==> src/rtl/particle_resampling_wheel_defines.svh <==
// ----------------------------------------------------------------------------
// Resampling wheel assertion macros
// Shared concurrent assertion forms for the resampling wheel RTL.
// ----------------------------------------------------------------------------
`ifndef PARTICLE_RESAMPLING_WHEEL_DEFINES_SVH
`define PARTICLE_RESAMPLING_WHEEL_DEFINES_SVH

// same-cycle implication
`define PRW_ASSERT_NOW(lbl, ante, cons, msg) \
   lbl: assert property (@(posedge clock) disable iff (reset) (ante) |-> (cons)) \
      else $error(msg);

// next-cycle implication
`define PRW_ASSERT_NEXT(lbl, ante, cons, msg) \
   lbl: assert property (@(posedge clock) disable iff (reset) (ante) |=> (cons)) \
      else $error(msg);

`endif

==> src/rtl/prw_pkg.sv <==
// ----------------------------------------------------------------------------
// Resampling wheel package
// Widths, codes, sequencer states and shared types of the resampling wheel.
// ----------------------------------------------------------------------------
package prw_pkg;

   localparam int MAX_PARTICLES = 128;
   localparam int WEIGHT_BITS   = 16;
   localparam int RAND_W        = 16;

   localparam int IDX_W   = $clog2(MAX_PARTICLES);
   localparam int CNT_W   = $clog2(MAX_PARTICLES + 1);
   localparam int PC_W    = 8;
   localparam int FAC_W   = 9;
   localparam int CNTX_W  = (CNT_W > PC_W) ? CNT_W : PC_W;
   localparam int CSR_IDX_W  = 1;
   localparam int CSR_DATA_W = (FAC_W > PC_W) ? FAC_W : PC_W;

   localparam int SUM_W    = WEIGHT_BITS + IDX_W;
   localparam int SQ_W     = 2 * WEIGHT_BITS + IDX_W;
   localparam int SQ_LO_W  = (SQ_W + 1) / 2;
   localparam int SQ_HI_W  = SQ_W - SQ_LO_W;
   localparam int FN_W     = FAC_W + CNT_W;
   localparam int MUL_W    = SUM_W;
   localparam int PROD_W   = 2 * MUL_W;
   localparam int CMP_W    = FAC_W + CNT_W + SQ_W;
   localparam int ESS_SHIFT = FAC_W - 1;
   localparam int BETA_W   = 19;
   localparam int STEP_W   = CNT_W + 2;

   localparam logic [PC_W-1:0]  PC_RESET  = PC_W'(100);
   localparam logic [FAC_W-1:0] FAC_RESET = FAC_W'(128);

   localparam logic [CSR_IDX_W-1:0] CSR_PARTICLE_COUNT  = CSR_IDX_W'(0);
   localparam logic [CSR_IDX_W-1:0] CSR_RESAMPLE_FACTOR = CSR_IDX_W'(1);

   localparam logic RESULT_SUMMARY = 1'b0;
   localparam logic RESULT_DRAW    = 1'b1;

   typedef enum logic [1:0] {
      REQ_LOAD,
      REQ_START,
      REQ_DRAW,
      REQ_NONE
   } req_kind_type;

   typedef enum logic [3:0] {
      ST_IDLE,
      ST_LD_MUL,
      ST_LD_ACC,
      ST_SUM_MUL,
      ST_FN_MUL,
      ST_SQLO_MUL,
      ST_SQHI_MUL,
      ST_RHS_ACC,
      ST_LD_CMP,
      ST_ST_MUL,
      ST_ST_SET,
      ST_DR_MUL,
      ST_DR_BETA,
      ST_DR_WALK
   } state_type;

   typedef struct packed {
      logic                   en;
      logic [IDX_W-1:0]       addr;
      logic [WEIGHT_BITS-1:0] data;
   } mem_wr_type;

   // particle count in use: zero reads as one, clamped to the store depth
   function automatic logic [CNT_W-1:0] active_count(input logic [PC_W-1:0] pc);
      logic [CNTX_W-1:0] pcx;
      logic [CNTX_W-1:0] lim;
      logic [CNT_W-1:0]  n;
      pcx = CNTX_W'(pc);
      lim = CNTX_W'(MAX_PARTICLES);
      if (pcx == '0) begin
         n = CNT_W'(1);
      end else if (pcx > lim) begin
         n = CNT_W'(lim);
      end else begin
         n = CNT_W'(pcx);
      end
      return n;
   endfunction

endpackage

==> src/rtl/prw_weight_mem.sv <==
// ----------------------------------------------------------------------------
// Resampling wheel weight store
// One write port, one read port with registered read data.
// ----------------------------------------------------------------------------
module prw_weight_mem import prw_pkg::*; (
   input  logic                   clock,
   input  mem_wr_type             wr,
   input  logic [IDX_W-1:0]       rd_addr,
   output logic [WEIGHT_BITS-1:0] rd_data
);

   logic [WEIGHT_BITS-1:0] weight_ram [MAX_PARTICLES];
   logic [WEIGHT_BITS-1:0] rd_data_ff;

   always_ff @(posedge clock) begin
      if (wr.en) begin
         weight_ram[wr.addr] <= wr.data;
      end
   end

   always_ff @(posedge clock) begin
      rd_data_ff <= weight_ram[rd_addr];
   end

   assign rd_data = rd_data_ff;

endmodule

==> src/rtl/prw_mul_unit.sv <==
// ----------------------------------------------------------------------------
// Resampling wheel shared multiplier
// Unsigned multiply with a registered product, shared by every operation.
// ----------------------------------------------------------------------------
module prw_mul_unit import prw_pkg::*; (
   input  logic              clock,
   input  logic [MUL_W-1:0]  op_a,
   input  logic [MUL_W-1:0]  op_b,
   output logic [PROD_W-1:0] prod
);

   logic [PROD_W-1:0] prod_ff;
   logic [PROD_W-1:0] prod_in;

   assign prod_in = PROD_W'(op_a) * PROD_W'(op_b);

   always_ff @(posedge clock) begin
      prod_ff <= prod_in;
   end

   assign prod = prod_ff;

endmodule

==> src/rtl/particle_resampling_wheel.sv <==
// Order: load LD_MUL, LD_ACC (the last load of a round runs on to LD_CMP and the
// summary); start ST_MUL, ST_SET; draw DR_MUL, DR_BETA, k walk steps (k <= 4N).
// Throughput: one word at a time, set by the single shared multiplier and the
// one-entry-per-cycle walk through the weight store read port.
// Reset: synchronous, clears control state and accumulators, loads the count
// (100) and factor (128); the weight store is not cleared.
// ----------------------------------------------------------------------------
// Particle resampling wheel
// Weight loading with effective sample size test and wheel sample drawing.
// ----------------------------------------------------------------------------
`include "particle_resampling_wheel_defines.svh"

module particle_resampling_wheel import prw_pkg::*; (
   input  logic                   clock,
   input  logic                   reset,

   input  logic                   csr_valid,
   output logic                   csr_ready,
   input  logic [CSR_IDX_W-1:0]   csr_index,
   input  logic [CSR_DATA_W-1:0]  csr_data,

   input  logic                   req_valid,
   output logic                   req_ready,
   input  logic [1:0]             req_type,
   input  logic [WEIGHT_BITS-1:0] req_weight,
   input  logic [RAND_W-1:0]      req_rand_fraction,

   output logic                   rsp_valid,
   input  logic                   rsp_ready,
   output logic                   rsp_result_kind,
   output logic                   rsp_resample_needed,
   output logic [IDX_W-1:0]       rsp_best_index,
   output logic [IDX_W-1:0]       rsp_drawn_index
);

   state_type state_ff, state_in;

   logic [PC_W-1:0]        particle_count_ff, particle_count_in;
   logic [FAC_W-1:0]       resample_factor_ff, resample_factor_in;

   logic [WEIGHT_BITS-1:0] weight_ff, weight_in;
   logic [RAND_W-1:0]      rand_ff, rand_in;
   logic [IDX_W-1:0]       pos_ff, pos_in;
   logic                   last_ff, last_in;
   logic [IDX_W-1:0]       load_count_ff, load_count_in;
   logic [SUM_W-1:0]       weight_sum_ff, weight_sum_in;
   logic [SQ_W-1:0]        square_sum_ff, square_sum_in;
   logic [WEIGHT_BITS-1:0] max_weight_ff, max_weight_in;
   logic [IDX_W-1:0]       max_position_ff, max_position_in;
   logic [IDX_W-1:0]       wheel_index_ff, wheel_index_in;
   logic [BETA_W-1:0]      wheel_beta_ff, wheel_beta_in;
   logic [STEP_W-1:0]      steps_ff, steps_in;
   logic [FN_W-1:0]        fn_ff, fn_in;
   logic [CMP_W-1:0]       lhs_ff, lhs_in;
   logic [CMP_W-1:0]       rhs_ff, rhs_in;

   logic                   rsp_valid_ff, rsp_valid_in;
   logic                   rsp_kind_ff, rsp_kind_in;
   logic                   rsp_need_ff, rsp_need_in;
   logic [IDX_W-1:0]       rsp_best_ff, rsp_best_in;
   logic [IDX_W-1:0]       rsp_drawn_ff, rsp_drawn_in;

   logic [CNT_W-1:0]       n;
   logic                   req_fire;
   logic                   csr_fire;
   logic                   rsp_free;
   logic                   rsp_load;
   logic [IDX_W-1:0]       load_pos;
   logic                   load_last;
   logic [STEP_W-1:0]      walk_limit;
   logic                   walk_step;
   logic [CNT_W-1:0]       idx_inc;
   logic [IDX_W-1:0]       idx_next;
   logic [BETA_W:0]        beta_sum;
   logic [MUL_W-1:0]       mul_a;
   logic [MUL_W-1:0]       mul_b;
   logic [PROD_W-1:0]      prod;
   logic [WEIGHT_BITS-1:0] rd_data;
   mem_wr_type             mem_wr;

   assign n         = active_count(particle_count_ff);
   assign req_fire  = req_valid & req_ready;
   assign csr_fire  = csr_valid & csr_ready;
   assign rsp_free  = !rsp_valid_ff || rsp_ready;

   assign load_pos  = (CNT_W'(load_count_ff) >= n) ? IDX_W'(n - CNT_W'(1)) : load_count_ff;
   assign load_last = (CNT_W'(load_pos) + CNT_W'(1)) >= n;

   assign walk_limit = {n, 2'b00};
   assign walk_step  = (wheel_beta_ff > BETA_W'(rd_data)) && (steps_ff < walk_limit);
   assign idx_inc    = CNT_W'(wheel_index_ff) + CNT_W'(1);
   assign idx_next   = (idx_inc >= n) ? '0 : IDX_W'(idx_inc);
   assign beta_sum   = (BETA_W+1)'(wheel_beta_ff)
                     + (BETA_W+1)'(prod[RAND_W-1 +: WEIGHT_BITS+1]);

   assign mem_wr.en   = req_fire && (req_type == REQ_LOAD);
   assign mem_wr.addr = load_pos;
   assign mem_wr.data = req_weight;

   prw_weight_mem u_mem (
      .clock   (clock),
      .wr      (mem_wr),
      .rd_addr (wheel_index_in),
      .rd_data (rd_data)
   );

   prw_mul_unit u_mul (
      .clock (clock),
      .op_a  (mul_a),
      .op_b  (mul_b),
      .prod  (prod)
   );

   // next state
   always_comb begin
      state_in = state_ff;
      case (state_ff)
         ST_IDLE: begin
            if (req_fire) begin
               case (req_kind_type'(req_type))
                  REQ_LOAD:  state_in = ST_LD_MUL;
                  REQ_START: state_in = ST_ST_MUL;
                  REQ_DRAW:  state_in = ST_DR_MUL;
                  default:   state_in = ST_IDLE;
               endcase
            end
         end
         ST_LD_MUL:   state_in = ST_LD_ACC;
         ST_LD_ACC:   state_in = last_ff ? ST_SUM_MUL : ST_IDLE;
         ST_SUM_MUL:  state_in = ST_FN_MUL;
         ST_FN_MUL:   state_in = ST_SQLO_MUL;
         ST_SQLO_MUL: state_in = ST_SQHI_MUL;
         ST_SQHI_MUL: state_in = ST_RHS_ACC;
         ST_RHS_ACC:  state_in = ST_LD_CMP;
         ST_LD_CMP:   state_in = rsp_free ? ST_IDLE : ST_LD_CMP;
         ST_ST_MUL:   state_in = ST_ST_SET;
         ST_ST_SET:   state_in = ST_IDLE;
         ST_DR_MUL:   state_in = ST_DR_BETA;
         ST_DR_BETA:  state_in = ST_DR_WALK;
         ST_DR_WALK: begin
            if (!walk_step && rsp_free) begin
               state_in = ST_IDLE;
            end
         end
         default:     state_in = ST_IDLE;
      endcase
   end

   // sequencer outputs
   always_comb begin
      req_ready = 1'b0;
      csr_ready = 1'b0;
      rsp_load  = 1'b0;
      mul_a     = '0;
      mul_b     = '0;
      case (state_ff)
         ST_IDLE: begin
            req_ready = 1'b1;
            csr_ready = 1'b1;
         end
         ST_LD_MUL: begin
            mul_a = MUL_W'(weight_ff);
            mul_b = MUL_W'(weight_ff);
         end
         ST_SUM_MUL: begin
            mul_a = MUL_W'(weight_sum_ff);
            mul_b = MUL_W'(weight_sum_ff);
         end
         ST_FN_MUL: begin
            mul_a = MUL_W'(resample_factor_ff);
            mul_b = MUL_W'(n);
         end
         ST_SQLO_MUL: begin
            mul_a = MUL_W'(prod[FN_W-1:0]);
            mul_b = MUL_W'(square_sum_ff[SQ_LO_W-1:0]);
         end
         ST_SQHI_MUL: begin
            mul_a = MUL_W'(fn_ff);
            mul_b = MUL_W'(square_sum_ff[SQ_W-1 -: SQ_HI_W]);
         end
         ST_LD_CMP: begin
            rsp_load = rsp_free;
         end
         ST_ST_MUL: begin
            mul_a = MUL_W'(rand_ff);
            mul_b = MUL_W'(n);
         end
         ST_DR_MUL: begin
            mul_a = MUL_W'(rand_ff);
            mul_b = MUL_W'(max_weight_ff);
         end
         ST_DR_WALK: begin
            rsp_load = !walk_step && rsp_free;
         end
         default: begin
            rsp_load = 1'b0;
         end
      endcase
   end

   // configuration
   always_comb begin
      particle_count_in  = particle_count_ff;
      resample_factor_in = resample_factor_ff;
      if (csr_fire) begin
         case (csr_index)
            CSR_PARTICLE_COUNT:  particle_count_in  = csr_data[PC_W-1:0];
            CSR_RESAMPLE_FACTOR: resample_factor_in = csr_data[FAC_W-1:0];
            default:             particle_count_in  = particle_count_ff;
         endcase
      end
   end

   // datapath
   always_comb begin
      weight_in       = weight_ff;
      rand_in         = rand_ff;
      pos_in          = pos_ff;
      last_in         = last_ff;
      load_count_in   = load_count_ff;
      weight_sum_in   = weight_sum_ff;
      square_sum_in   = square_sum_ff;
      max_weight_in   = max_weight_ff;
      max_position_in = max_position_ff;
      wheel_index_in  = wheel_index_ff;
      wheel_beta_in   = wheel_beta_ff;
      steps_in        = steps_ff;
      fn_in           = fn_ff;
      lhs_in          = lhs_ff;
      rhs_in          = rhs_ff;
      case (state_ff)
         ST_IDLE: begin
            if (req_fire) begin
               weight_in = req_weight;
               rand_in   = req_rand_fraction;
               pos_in    = load_pos;
               last_in   = load_last;
               if (req_type == REQ_LOAD) begin
                  load_count_in = load_last ? '0
                                : IDX_W'(CNT_W'(load_pos) + CNT_W'(1));
               end
            end
         end
         ST_LD_ACC: begin
            // first load of a round restarts the accumulators
            if (pos_ff == '0) begin
               weight_sum_in = SUM_W'(weight_ff);
               square_sum_in = SQ_W'(prod[2*WEIGHT_BITS-1:0]);
            end else begin
               weight_sum_in = weight_sum_ff + SUM_W'(weight_ff);
               square_sum_in = square_sum_ff + SQ_W'(prod[2*WEIGHT_BITS-1:0]);
            end
            if (pos_ff == '0 || weight_ff > max_weight_ff) begin
               max_weight_in   = weight_ff;
               max_position_in = pos_ff;
            end
         end
         ST_FN_MUL: begin
            lhs_in = CMP_W'(prod) << ESS_SHIFT;
         end
         ST_SQLO_MUL: begin
            fn_in = prod[FN_W-1:0];
         end
         ST_SQHI_MUL: begin
            rhs_in = CMP_W'(prod);
         end
         ST_RHS_ACC: begin
            rhs_in = rhs_ff + (CMP_W'(prod) << SQ_LO_W);
         end
         ST_ST_SET: begin
            wheel_index_in = prod[RAND_W +: IDX_W];
            wheel_beta_in  = '0;
         end
         ST_DR_BETA: begin
            wheel_beta_in  = beta_sum[BETA_W] ? '1 : beta_sum[BETA_W-1:0];
            wheel_index_in = (CNT_W'(wheel_index_ff) >= n) ? '0 : wheel_index_ff;
            steps_in       = '0;
         end
         ST_DR_WALK: begin
            if (walk_step) begin
               wheel_beta_in  = wheel_beta_ff - BETA_W'(rd_data);
               wheel_index_in = idx_next;
               steps_in       = steps_ff + STEP_W'(1);
            end
         end
         default: begin
            weight_in = weight_ff;
         end
      endcase
   end

   // result word
   always_comb begin
      rsp_valid_in = rsp_valid_ff && !rsp_ready;
      rsp_kind_in  = rsp_kind_ff;
      rsp_need_in  = rsp_need_ff;
      rsp_best_in  = rsp_best_ff;
      rsp_drawn_in = rsp_drawn_ff;
      if (rsp_load) begin
         rsp_valid_in = 1'b1;
         if (state_ff == ST_LD_CMP) begin
            rsp_kind_in  = RESULT_SUMMARY;
            rsp_need_in  = (square_sum_ff != '0) && (lhs_ff <= rhs_ff);
            rsp_best_in  = max_position_ff;
            rsp_drawn_in = '0;
         end else begin
            rsp_kind_in  = RESULT_DRAW;
            rsp_need_in  = 1'b0;
            rsp_best_in  = '0;
            rsp_drawn_in = wheel_index_ff;
         end
      end
   end

   always_ff @(posedge clock) begin
      if (reset) begin
         state_ff           <= ST_IDLE;
         particle_count_ff  <= PC_RESET;
         resample_factor_ff <= FAC_RESET;
         load_count_ff      <= '0;
         weight_sum_ff      <= '0;
         square_sum_ff      <= '0;
         max_weight_ff      <= '0;
         max_position_ff    <= '0;
         wheel_index_ff     <= '0;
         wheel_beta_ff      <= '0;
         steps_ff           <= '0;
         rsp_valid_ff       <= 1'b0;
      end else begin
         state_ff           <= state_in;
         particle_count_ff  <= particle_count_in;
         resample_factor_ff <= resample_factor_in;
         load_count_ff      <= load_count_in;
         weight_sum_ff      <= weight_sum_in;
         square_sum_ff      <= square_sum_in;
         max_weight_ff      <= max_weight_in;
         max_position_ff    <= max_position_in;
         wheel_index_ff     <= wheel_index_in;
         wheel_beta_ff      <= wheel_beta_in;
         steps_ff           <= steps_in;
         rsp_valid_ff       <= rsp_valid_in;
      end
   end

   always_ff @(posedge clock) begin
      weight_ff    <= weight_in;
      rand_ff      <= rand_in;
      pos_ff       <= pos_in;
      last_ff      <= last_in;
      fn_ff        <= fn_in;
      lhs_ff       <= lhs_in;
      rhs_ff       <= rhs_in;
      rsp_kind_ff  <= rsp_kind_in;
      rsp_need_ff  <= rsp_need_in;
      rsp_best_ff  <= rsp_best_in;
      rsp_drawn_ff <= rsp_drawn_in;
   end

   assign rsp_valid           = rsp_valid_ff;
   assign rsp_result_kind     = rsp_kind_ff;
   assign rsp_resample_needed = rsp_need_ff;
   assign rsp_best_index      = rsp_best_ff;
   assign rsp_drawn_index     = rsp_drawn_ff;

   `PRW_ASSERT_NEXT(a_busy_after_word, req_valid && req_ready && (req_type != REQ_NONE), !req_ready, "input taken while a word is in progress")
   `PRW_ASSERT_NEXT(a_wheel_in_range, state_ff == ST_DR_BETA, CNT_W'(wheel_index_ff) < n, "wheel index outside particle range at walk start")
   `PRW_ASSERT_NOW(a_walk_bounded, state_ff == ST_DR_WALK, steps_ff <= walk_limit, "wheel walk ran past its step limit")

endmodule
==> config.mk <==
export PLATFORM = sky130hd
export DESIGN_NAME = particle_resampling_wheel
export DESIGN_NICKNAME = d
export VERILOG_FILES = /design/src/rtl/prw_pkg.sv /design/src/rtl/prw_weight_mem.sv /design/src/rtl/prw_mul_unit.sv /design/src/rtl/particle_resampling_wheel.sv
export VERILOG_INCLUDE_DIRS = /design/src /design/src/rtl
export SDC_FILE = /design/constraint.sdc
export NUM_CORES = 2
export LEC_CHECK = 0
export ABC_AREA = 1
export ABC_CLOCK_PERIOD_IN_PS = 29500
export CORE_UTILIZATION = 35
export CTS_CLUSTER_DIAMETER = 50
export CTS_CLUSTER_SIZE = 8
export DETAILED_ROUTE_END_ITERATION = 10
export DONT_BUFFER_PORTS = 1
export PLACE_DENSITY = 0.51
export SYNTH_ARGS = -nofsm -noshare
export SYNTH_HDL_FRONTEND = slang
export SYNTH_SLANG_ARGS = --single-unit
==> constraint.sdc <==
create_clock -name clock -period 29.5 [get_ports clock]
set_clock_uncertainty 0.2 [all_clocks]
set_input_delay 2.95 -clock clock [delete_from_list [all_inputs] [get_ports clock]]
set_output_delay 2.95 -clock clock [all_outputs]
set_load 0.01 [all_outputs]
==> impl_metrics.py <==
metrics = {
    "status": {
        "status": "complete, no violations",
    },
    "worst_setup_path": {
        "worst-path-buf-inv": 12,
        "worstPathMaxFanout": 44,
        "endpoint_kind": "register",
        "critPathSlowestCell": "clkinv_1",
        "worstPathArrival_ns": 11.58,
        "path_class": "reg2reg",
        "slowest_delay_ns": 1.16,
        "critical_path_required_ns": 30.09,
        "cp_common_cell": "inv_1",
        "critPathLaunchType": "register",
        "rrSetupSlack_ns": 18.51,
        "path_delay_family": "adder cells",
    },
    "pwr": {
        "clkPwrFrac_pct": 35.2,
        "powerDensity_nw_per_um2": 77.47,
        "ir_drop_mv": 0.05236,
        "intPower_w": 0.006969,
        "pwr-share-comb_pct": 28.0,
        "p_switching_w": 0.003801,
        "p_leak_nw": 52.58,
        "switching_share_pct": 35.29,
        "p_seq_share_pct": 36.8,
    },
    "clock_tree": {
        "ctsHoldBuffers": 0,
        "cts_buffer_depth": 4,
        "post-cts-setup-buffers": 0,
        "clk_latency_ns": 0.90,
        "cts.repair.resized": 0,
        "cts_sinks": 2435,
        "clk_pin_slew_ns": 0.05,
        "numCtsBuffers": 365,
        "cts_tree": "yes",
        "htreeDepth": 5,
        "cts-root-buf": "clkbuf_16",
    },
    "global_routing": {
        "antenna_found_initial": 17,
        "grt_max_degree": 179,
        "grt_pass1_wl_um": 600300,
        "grtUsageTotal_pct": 22.41,
        "grt_pass1_vias": 89080,
        "gr-total-overflow": 0,
    },
    "die": {
        "coreArea_um2": 352400,
        "die_area_um2": 356400,
        "dieWidth_um": 597.0,
        "die_height_um": 597.0,
        "row_count": 218,
        "start_util_pct": 35.16,
        "io_pins": 68,
    },
    "synth": {
        "synthArstFlopShare_pct": 0,
        "synth-edff-count": 2223,
        "synth.net_count": 12700,
        "yosys_register_bits": 2435,
        "ys_seq_area_share_pct": 57.31,
        "yosysWarnings": 0,
        "synth_ff_type": "edfxtp_1",
        "synth_cells": 11810,
        "synth.distinct_cells": 64,
        "netlist_area_um2": 123900,
        "synth.avg_cell_area_um2": 10.49,
    },
    "timing": {
        "layout_min_cycle_time_ns": 10.99,
        "fin_ws_ns": 18.51,
        "finalSetupViolCount": 0,
        "period_share_pct": 37.26,
        "slew_headroom_pct": 9.215,
        "drv_slew": 0,
        "finalSetupTns_ns": 0,
        "hold_viol": 0,
        "rsz0062_at_grt": "no",
        "hold_ws_ns": 0.2714,
        "worst-slew-pin-transition_ns": 1.351,
        "clock.fmax_mhz": 90.99,
    },
    "detailed_routing": {
        "drc": 0,
        "wl_um": 408200,
        "wl_per_cell_um": 24.54,
        "ant_nets": 0,
        "vias": 90620,
        "first_iter_violations": 9673,
        "drtPass1Iterations": 6,
        "vias_per_cell": 5.448,
    },
    "layout": {
        "area_delta_synth_final_pct": 12.21,
        "design_area_um2": 139000,
        "fillers": 34150,
        "multi_input_area_um2": 45750,
        "final-seq-area_um2": 71000,
        "final_layout_size_suffix_gt1_share_pct": 6.465,
        "nets": 12660,
    },
    "place": {
        "gp_congestion": 0.9307,
        "dp_hpwl_um": 239400,
        "port_buffers": 0,
        "dp_slack_ns": 18.44,
        "placed_area_um2": 128900,
    },
    "hold_path": {
        "hp-class": "reg2reg",
    },
    "run": {
        "cap_violations": 0,
    },
}
[Yosys cell counts, types with 10 or more instances]
library cell  count  area share [%]
edfxtp_1       2223              54
a21oi_1         371             1.5
ha_1            394             4.0
fa_1            443             7.2
o21a_1           16           0.097
nand4_1          32            0.16
nand3_1        2922              12
nor2_1          553             1.7
o21ai_0         265             1.1
nand2_1        2170             6.6
clkbuf_1        229            0.69
buf_6            34            0.31
nor4_1           30            0.15
o221ai_1         10           0.071
clkinv_1         20           0.061
inv_1          1052             3.2
dfxtp_1         212             3.4
o22ai_1          13           0.066
buf_4            47            0.28
a21o_1           11           0.067
nor3_1           42            0.17
xnor2_1          49            0.35
o211ai_1         27            0.16
buf_2           297             1.2
o31ai_1          10           0.061
xor2_1           68            0.48
o21ai_1          24           0.097
a31oi_1          61            0.31
o2111ai_1        11           0.078
buf_1            65            0.20
[placed cells by master, fill, tap and decap left out, types with 10 or more instances in the layout]
cell type	count
a31oi_1	61
o211ai_1	27
nor4_1	23
xor2_1	68
inv_1	1048
o21a_1	16
o2111ai_1	11
dfxtp_1	212
clkbuf_16	374
o22ai_1	13
nand4_1	32
clkinv_1	29
xnor2_1	49
a21oi_1	370
a21o_1	11
fa_1	443
o21ai_1	25
clkbuf_1	71
o221ai_1	10
nor3_2	10
nor2_1	530
nand2_1	2167
nor2_2	20
ha_1	394
nor3_1	34
o31ai_1	10
buf_4	257
inv_2	10
nand3_1	2919
o21ai_0	263
edfxtp_1	2223
[state kept, by name, summed over array words and instances, names as in the netlist, 7 cells and up]
register,count
fn_ff,17
lhs_ff,46
load_count_ff,7
max_position_ff,7
max_weight_ff,16
particle_count_ff,8
pos_ff,7
rand_ff,16
resample_factor_ff,9
rhs_ff,56
rsp_best_index,7
rsp_drawn_index,7
square_sum_ff,39
steps_ff,10
u_mem.rd_data,16
u_mem.weight_ram,2048
u_mul.prod,46
weight_ff,16
weight_sum_ff,23
wheel_beta_ff,19
wheel_index_ff,7
[stage by stage]
step | total power, W | cells | util, %
finish | 0.01077 | 16630 | 39.45
global route | 0.01121 | 16630 | 39.44
CTS | 0.01079 | 16630 | 39.44
detailed placement | 0.006995 | 16130 | 36.57
global placement | 0.006979 | 16130 | 36.56
floorplan | 0.005822 | 11810 | -
[routing by layer]
metal	track usage (%)	routed length [um]	share of wire [%]	vias up
li1	-	-	-	40810
met1	32.09	179200	44	45460
met2	34.71	183600	45	3719
met3	3.771	33070	8.1	630
met4	6.712	12290	3.0	4
met5	0	27	0.0066	-
[worst min-delay path, cell delays in order (launching register included)]
cell,delay [ns]
dfxtp_1,0.29
inv_1,0.06
a21oi_1,0.06
[worst paths after layout]
path	start	end	depth (start not counted)
hold / removal	max_position_ff[4]	max_position_ff[4]	2
setup reg to reg	state_ff[2]	u_mul.prod[44]	36
setup / recovery	state_ff[2]	u_mul.prod[44]	36
hold reg to reg	max_position_ff[4]	max_position_ff[4]	2
[logic make-up after synthesis]
kind of cell | share of synthesized area, %
and+or+nand+nor | 20.80
DFF | 57.31
buffers and inverters | 5.975
AOI/OAI and AO/OA | 3.953
adders and majority gates | 11.14
xor gates and xnor gates | 0.8271
[power by group through the flow]
stage	combinational [W]	sequential, W	clock (W)
3_5_place_dp	0.00297	0.00402	0
5_1_grt	0.00326	0.00396	0.00398
4_1_cts	0.00299	0.00396	0.00384
2_1_floorplan	0.00184	0.00398	0
3_3_place_gp	0.00295	0.00402	0
6_report	0.00302	0.00396	0.00379
[layout make-up]
class,count,area share (%)
Timing Repair Buffer,266,1.517
Tap cell,4730,4.257
Clock buffer,454,7.013
Sequential cell,2435,51.07
Inverter,1082,2.944
Clock inverter,39,0.2763
Antenna cell,8,0.01440
Multi-Input combinational cell,7619,32.91
No activity file was read; power rests on OpenSTA's default activity.
